File: config.mk
export PLATFORM = sky130hd
export DESIGN_NAME = dwc_requant
export DESIGN_NICKNAME = d
export VERILOG_FILES = /design/src/rtl/core/dwc_pkg.sv /design/src/rtl/core/dwc_requant.sv
export SDC_FILE = /design/constraint.sdc
export NUM_CORES = 2
export LEC_CHECK = 0
export ABC_AREA = 1
export BUFFER_PORTS_ARGS = -buffer_cell sky130_fd_sc_hd__buf_4
export CORE_MARGIN = 2
export CORE_UTILIZATION = 65
export DETAILED_ROUTE_END_ITERATION = 10
export MAX_ROUTING_LAYER = met4
export PLACE_DENSITY = 0.82
export SETUP_SLACK_MARGIN = 0.15
export SYNTH_ARGS = -nofsm -noshare
export SYNTH_HDL_FRONTEND = slang
export SYNTH_SLANG_ARGS = --single-unit
File: constraint.sdc
create_clock -name aclk -period 13.7 [get_ports aclk]
set_input_delay 2.055 -clock aclk [delete_from_list [all_inputs] [get_ports aclk]]
set_output_delay 2.055 -clock aclk [all_outputs]
set_load 0.1 [all_outputs]
File: src/rtl/core/dwc_pkg.sv
`default_nettype none
package dwc_pkg;

    localparam int MAX_WIDTH  = 32;
    localparam int CHANNELS   = 8;
    localparam int NTAPS      = 9;
    localparam int SLOTS      = 3;
    localparam int LINE_DEPTH = SLOTS * MAX_WIDTH;
    localparam int LINE_AW    = $clog2(LINE_DEPTH);
    localparam int WT_AW      = $clog2(NTAPS);
    localparam int PIX_W      = 8 * CHANNELS;
    localparam int ROW_W      = 10;
    localparam int COL_W      = 5;
    localparam int CH_IW      = (CHANNELS > 1) ? $clog2(CHANNELS) : 1;
    localparam int CH_CW      = $clog2(CHANNELS + 1);

    typedef enum logic [1:0] {
        OP_PIXEL  = 2'd0,
        OP_WEIGHT = 2'd1,
        OP_BIAS   = 2'd2,
        OP_NONE   = 2'd3
    } op_t;

    typedef enum logic [2:0] {
        REG_MULT   = 3'd0,
        REG_SHIFT  = 3'd1,
        REG_ZP     = 3'd2,
        REG_HEIGHT = 3'd3,
        REG_WIDTH  = 3'd4
    } cfg_idx_t;

    typedef enum logic [2:0] {
        ST_IDLE,
        ST_NEXT,
        ST_TAP,
        ST_REQ,
        ST_OUT
    } state_t;

    typedef struct packed {
        logic [31:0] mult;
        logic [5:0]  shift;
        logic [7:0]  zp;
    } rq_cfg_t;

    function automatic logic [1:0] mod3_small(input logic [2:0] v);
        logic [1:0] r;
        case (v) inside
            3'd0, 3'd3, 3'd6: r = 2'd0;
            3'd1, 3'd4:       r = 2'd1;
            3'd2, 3'd5:       r = 2'd2;
            default:          r = 2'd0;
        endcase
        return r;
    endfunction

    // 4 == 1 mod 3, so base-4 digit sums keep the residue
    function automatic logic [1:0] mod3_row(input logic [ROW_W-1:0] v);
        logic [3:0] s;
        logic [2:0] t;
        s = {2'b0, v[1:0]} + {2'b0, v[3:2]} + {2'b0, v[5:4]} + {2'b0, v[7:6]}
            + {2'b0, v[9:8]};
        t = {1'b0, s[1:0]} + {1'b0, s[3:2]};
        return mod3_small(t);
    endfunction

endpackage
`default_nettype wire

File: src/rtl/core/dwc_requant.sv
`default_nettype none
module dwc_requant import dwc_pkg::*; (
    input  wire logic              aclk,
    input  wire logic              aresetn,
    input  wire logic              go,
    input  wire rq_cfg_t           cfg,
    input  wire logic [31:0]       acc [CHANNELS],
    output logic                   done,
    output logic signed [7:0]      res [8]
);

    logic             busy_reg, busy_next;
    logic [CH_CW-1:0] ch_reg, ch_next;
    logic             pv_reg, pv_next;
    logic [CH_IW-1:0] pch_reg;
    logic [62:0]      prod_reg;
    logic             done_reg, done_next;
    logic signed [7:0] res_reg [8];

    logic        neg;
    logic [31:0] absm;
    logic [31:0] cur;
    logic [30:0] relu;
    logic [63:0] half, rsum, q;
    logic signed [65:0] sq, rv;
    logic signed [7:0]  sat;

    always_comb begin
        neg  = cfg.mult[31];
        absm = neg ? (32'd0 - cfg.mult) : cfg.mult;
        cur  = acc[ch_reg[CH_IW-1:0]];
        relu = cur[31] ? 31'd0 : cur[30:0];
        half = (cfg.shift == 6'd0) ? 64'd0 : (64'd1 << (cfg.shift - 6'd1));
        rsum = {1'b0, prod_reg} + half;
        q    = rsum >> cfg.shift;
        sq   = neg ? -$signed({2'b00, q}) : $signed({2'b00, q});
        rv   = sq + 66'($signed(cfg.zp));
        if (rv > 66'sd127) begin
            sat = 8'sd127;
        end else if (rv < -66'sd128) begin
            sat = -8'sd128;
        end else begin
            sat = rv[7:0];
        end
        busy_next = busy_reg;
        ch_next   = ch_reg;
        pv_next   = 1'b0;
        done_next = pv_reg && (pch_reg == CH_IW'(CHANNELS - 1));
        if (go) begin
            busy_next = 1'b1;
            ch_next   = '0;
        end else if (busy_reg) begin
            if (ch_reg < CH_CW'(CHANNELS)) begin
                pv_next = 1'b1;
                ch_next = ch_reg + 1'b1;
            end else begin
                busy_next = 1'b0;
            end
        end
    end

    always_ff @(posedge aclk) begin
        if (!aresetn) begin
            busy_reg <= 1'b0;
            ch_reg   <= '0;
            pv_reg   <= 1'b0;
            done_reg <= 1'b0;
        end else begin
            busy_reg <= busy_next;
            ch_reg   <= ch_next;
            pv_reg   <= pv_next;
            done_reg <= done_next;
        end
        if (pv_next) begin
            prod_reg <= 63'(relu) * 63'(absm);
            pch_reg  <= ch_reg[CH_IW-1:0];
        end
        if (go) begin
            for (int i = 0; i < 8; i++) begin
                res_reg[i] <= '0;
            end
        end else if (pv_reg) begin
            res_reg[pch_reg] <= sat;
        end
    end

    assign done = done_reg;
    assign res  = res_reg;

endmodule
`default_nettype wire

* Yosys cells after proc, flatten, opt, wreduce, memory -nomap -nowiden
Index checks and enable logic that the tools add are counted.
** Storage, ports and cells
- Memories kept :: 0
- Output and inout port bits :: 65
- Bits in read-only memories :: 0
- Input bits :: 305
- Bits in registers :: 137
- Word-level logic and storage cells :: 54
- Bits in latches :: 0
- Memory bits (writable) :: 0
** Operators by class
- Order comparisons :: 6
- Muxes and demuxes :: 16
- Shifts and indexed selects :: 2
- Eq/ne operators :: 1
- Reduce and logical (&&, ||, !) cells :: 5
- Multiply operators :: 1
- Bitwise gates (word level) :: 3
- Add/subtract/negate cells :: 6
- Divide/modulo/power cells :: 0
** Operators with widths (number)
- $bmux W32 S3 :: 1
- $mux W32 :: 3
- $add A66 B8 Y66 :: 1
- $gt A66 B8 Y1 const B :: 1
- $lt A66 B8 Y1 const B :: 1
- $mux W66 :: 1
- $neg A64 Y66 :: 1
- $add A63 B64 Y64 :: 1
- $bwmux W64 :: 1
- $mux W64 :: 1
- $shl A1 B6 Y64 const A :: 1
- $shr A64 B6 Y64 :: 1
- $mul A31 B32 Y63 :: 1
- $sub A1 B32 Y32 const A :: 1
- $mux W31 :: 1
- $demux W8 S3 :: 1
- $mux W8 :: 3
- $ge A4 B4 Y1 const B :: 2
- $not A3 Y4 :: 2
- $logic_not A6 Y1 :: 1
- $sub A6 B1 Y6 const B :: 1
- $add A4 B1 Y4 const B :: 1
- $lt A4 B1 Y1 const B :: 1
- $lt A4 B4 Y1 const B :: 1
- 6 further kinds :: 10

* Longest topological paths before layout
- Depth after elaboration :: 12
- Mapped depth :: 77
- Mapped depth without buffers :: 73

* Worst setup path after synthesis
OpenSTA, ideal clock, no wires.
- Path kind :: input port to flip-flop
- From :: input cfg[14] (netlist name)
- To :: register prod_reg[58] (data pin)
- Required time :: 13.448 ns
- Path buffers :: 3
- Setup time :: 0.252 ns
- Stages :: 42
- Arrival :: 10.563 ns
- Slack :: 2.884 ns
- Path through :: buf_2 inv_1 clkbuf_1 ha_1 inv_1 nor3_1 inv_1 nor2_1 nand2_1 nand2_1 xor2_1 clkbuf_1 nand2_1 fa_1 inv_1 fa_1 fa_1 fa_1 [6 not listed] inv_1 fa_1 ha_1 a21oi_1 a21boi_1 o21ai_1 a21boi_0 o21ai_1 a21boi_0 o21ai_1 a21oi_1 o21ai_1 nand3_1 nand2_1 nand2_1 nand2_1 nand2_1 nand2_1
** Between the ends
- Word-level cells in the longest chain between the ends :: 3
** RTL lines
- from (decl) :: RTL line dwc_requant.sv:6 : input wire rq_cfg_t cfg,
- $sub A1 B32 Y32 :: RTL line dwc_requant.sv:30 : absm = neg ? (32'd0 - cfg.mult) : cfg.mult;
- $mux W32 (*) :: RTL line dwc_requant.sv:30
- $mul A31 B32 Y63 (*) :: RTL line dwc_requant.sv:75 : prod_reg <= 63'(relu) * 63'(absm);
- to (signal assigned) :: RTL line dwc_requant.sv:75
- to (decl) :: RTL line dwc_requant.sv:16 : logic [62:0] prod_reg;
Every way passes the cells marked *; elsewhere a longest branch is shown, timed or not.
A chain may end at the register's enable or synchronous reset.

* Worst setup path in the final report
- From :: input cfg[9] (netlist name)
- To :: register res_reg (netlist bit res[14])
** Between the ends
- Word-level cells in the longest chain between the ends :: 12
- Elaborated cells on any way between the ends :: 14
- Those cells by class :: add/sub: 4; order compare: 2; shift: 2; mux: 5; reduce/logical: 1
** RTL lines
- $sub A6 B1 Y6 :: RTL line dwc_requant.sv:33 : half = (cfg.shift == 6'd0) ? 64'd0 : (64'd1 << (cfg.shift - 6'd1));
- $shl A1 B6 Y64 :: RTL line dwc_requant.sv:33
- $mux W64 :: RTL line dwc_requant.sv:33
- $add A63 B64 Y64 :: RTL line dwc_requant.sv:34 : rsum = {1'b0, prod_reg} + half;
- $shr A64 B6 Y64 (*) :: RTL line dwc_requant.sv:35 : q = rsum >> cfg.shift;
- $neg A64 Y66 :: RTL line dwc_requant.sv:36 : sq = neg ? -$signed({2'b00, q}) : $signed({2'b00, q});
- $mux W66 (*) :: RTL line dwc_requant.sv:36
- $add A66 B8 Y66 (*) :: RTL line dwc_requant.sv:37 : rv = sq + 66'($signed(cfg.zp));
- $lt A66 B8 Y1 :: RTL line dwc_requant.sv:40 : end else if (rv < -66'sd128) begin
- $mux W8 :: RTL line dwc_requant.sv:40
- $mux W8 (*) :: RTL line dwc_requant.sv:38 : if (rv > 66'sd127) begin
- $bwmux W64 (*) :: RTL line dwc_requant.sv:83 : res_reg[pch_reg] <= sat;
- to (signal, indexed assignment) :: RTL line dwc_requant.sv:83
- to (decl) :: RTL line dwc_requant.sv:18 : logic signed [7:0] res_reg [8];
Marks and branches as above.

==> flow_metrics.py <==
metrics = {
    "die": {
        "die_h_um": 302,
        "fp.dieW_um": 302,
        "initial_core_util": 0.655,
        "pin_count": 370,
        "design.core.area_um2": 88100,
        "rows": 109,
        "die_area_um2": 91100,
    },
    "yosys": {
        "synth_cells": 8703,
        "yosys.area.top_type": "fa_1",
        "yosys.cell_types.count": 61,
        "syn-cell-area_um2": 57700,
        "ys_ff_latch": 137,
        "synth-seq-area-share": 0.0590,
        "synth_edf_count": 66,
        "async_flop_share": 0,
        "ys_warn_count": 0,
        "syn_avg_cell_area_um2": 6.63,
        "synthesis.nets": 10300,
        "synth-main-ff-cell": "dfxtp_1",
        "netlist.area_leader.share": 0.301,
        "synthTopCellsByArea": "fa_1, nand2_1, inv_1, ha_1, nand3_1",
    },
    "clock_network": {
        "cts_resized": 0,
        "cts_tree": "done",
        "hold_buffers": 0,
        "cts_max_level": 4,
        "path_clk_slew_ns": 0.07,
        "cts_max_path_buffers": 2,
        "clk_latency_ns": 0.45,
        "cts-root-buf": "clkbuf_16",
        "cts.sinks": 137,
        "post_cts.repair.setup_buffers": 0,
        "cts_buffers": 17,
    },
    "timing": {
        "max_freq_mhz": 78.5,
        "finalMaxSlewViolations": 3,
        "finalSetupViolCount": 0,
        "skew_ns": 0.0209,
        "worst_slew_pin_slew_ns": 1.61,
        "finalSetupTns_ns": 0,
        "finalCritPeriodShare": 0.930,
        "hold_ws_ns": 0.497,
        "max_slew_margin": -0.0815,
        "hold_viol": 0,
        "period_minus_slack_ns": 12.75,
        "rsz0062_at_grt": "no",
    },
    "worst_setup_path": {
        "reg2reg_from": "ch_reg[0]",
        "r2r_end": "prod_reg[58]",
        "cp-endpoint": "res[14]",
        "max_stage_delay_ns": 1.01,
        "worstSetupStartpointType": "input port",
        "worstSetupPathType": "input port to flip-flop",
        "cp.required_ns": 14.04,
        "crit_path_start": "cfg[9]",
        "r2r_slack_ns": 2.16,
        "cp_data_arrival_time_ns": 13.08,
        "worstSetupEndpointType": "flip-flop",
        "crit_top_cell": "nand2_1",
        "rr_worst_depth": 39,
        "cp_max_fo": 49,
        "cp_slowest_cell": "o211ai_1",
    },
    "status": {
        "outcome": "finished with violations",
        "failed_checks": "DRC, capacitance limit, slew limit",
    },
    "place": {
        "routabilityCongestion": 1.18,
        "dpl.hpwl_um": 191000,
        "portBuffers": 369,
        "placed_cell_area_um2": 61200,
    },
    "detailed_routing": {
        "wl_per_cell_um": 23.4,
        "drc": 15,
        "ant_nets": 0,
        "dr.first_iter.drc_count": 8644,
        "wl_um": 235000,
        "drt-pass1-iter-count": 11,
        "vias_per_cell": 6.18,
        "via_count": 61900,
    },
    "global_route": {
        "grt_start_max_net_pins": 108,
        "grt_pass1_vias": 62100,
        "grtUsageTotal": 0.532,
        "grt_overflow": 0,
        "antenna_found_initial": 15,
        "grt_pass1_wl_um": 355000,
    },
    "cells_and_area": {
        "largest_reg_flops": 64,
        "layout.nets": 10400,
        "most-common-layout-cells": "nand2_1, inv_1, nor2_1, fa_1, nand3_1",
        "final_area_um2": 61800,
        "fillers": 7369,
        "fin_util": 0.702,
        "final_common_cell": "nand2_1",
        "syn_to_final_growth_pct": 7.25,
        "drive_above_1_share": 0.0798,
    },
    "hold_path": {
        "min_path_type": "flip-flop to flip-flop",
    },
    "run": {
        "drv_cap": 1,
    },
}
## critical path, delay by kind of cell
kind | cells | cell delay, ns
AND/OR/NAND/NOR | 35 | 5.48
AO/OA/AOI/OAI | 5 | 2.25
adder cells (fa/ha/maj) | 4 | 1.37
buffers and inverters | 8 | 1.02
XOR/XNOR | 2 | 0.83
## synthesized netlist by cell type, types with 6 or more instances
cell      instances
or2_2            16
o21a_1           19
edfxtp_1         66
nand3b_1         10
nand3_2          47
a21o_1           10
nor2_1          908
xor2_1          154
xnor2_1          64
o221ai_1          8
buf_1            64
nor3_1           52
nand2_2          46
a21boi_0         11
nand4_1          53
clkinv_1          9
o21ai_1          23
nor4_1           22
inv_2            25
nand3_1         770
o211ai_1         17
a21oi_1         218
nor3_2            6
clkbuf_1        240
nor2_2           37
fa_1            868
o31ai_1           8
o32ai_1          63
inv_1          1612
nand2_1        2456
ha_1            387
dfxtp_1          71
buf_2            49
a31oi_1          40
o21ai_0         195
and2_1            6
## logic make-up (layout without fill, tap and decap cells)
logic type,Yosys count,after routing,share of synthesized area
buf+inv,2006,2137,0.133
mux,2,2,0.000347
flops,137,137,0.0590
fa+ha+maj,1255,1255,0.385
other cells,0,22,0
compound gates,634,634,0.0647
xor+xnor,219,219,0.0334
simple gates,4450,4450,0.324
## routing by layer
layer,global-route usage,part of all wire
met1,0.594,0.33
met2,0.783,0.43
met3,0.178,0.14
met4,0.419,0.10
met5,-,0
## per-stage QoR
step / std cells / setup WS (ns)
finish: 10000 / 0.954
global route: 10000 / 0.345
CTS: 9999 / 1.61
detailed placement: 9967 / 1.17
global placement: 9967 / 1.30
floorplan: 8703 / 2.88
## how the worst min path moves through the flow
stage | start | endpoint | slack, ns | cells past startpoint
6_report | ch_reg[3] | ch_reg[3] | 0.50 | 2
5_1_grt | ch_reg[3] | ch_reg[3] | 0.53 | 2
4_1_cts | ch_reg[3] | ch_reg[3] | 0.49 | 2
3_5_place_dp | ch_reg[3] | ch_reg[3] | 0.47 | 2
3_3_place_gp | ch_reg[3] | ch_reg[3] | 0.46 | 2
2_1_floorplan | ch_reg[2] | pch_reg[2] | 0.41 | 0
## cell type report
class                      count  area, um2  area share
inverter                    1646       6180      0.0999
sequential                   137       3410      0.0551
clock buffer                  19        464     0.00751
multi-input combinational   6560      46700       0.755
clock inverter                13        149     0.00241
timing repair buffer         459       3460      0.0559
antenna                       22       55.1    0.000890
tap                         1165       1460      0.0236
Power is not shown: default switching activity piles up to over one toggle a cycle in this logic, so the estimate is an artifact.
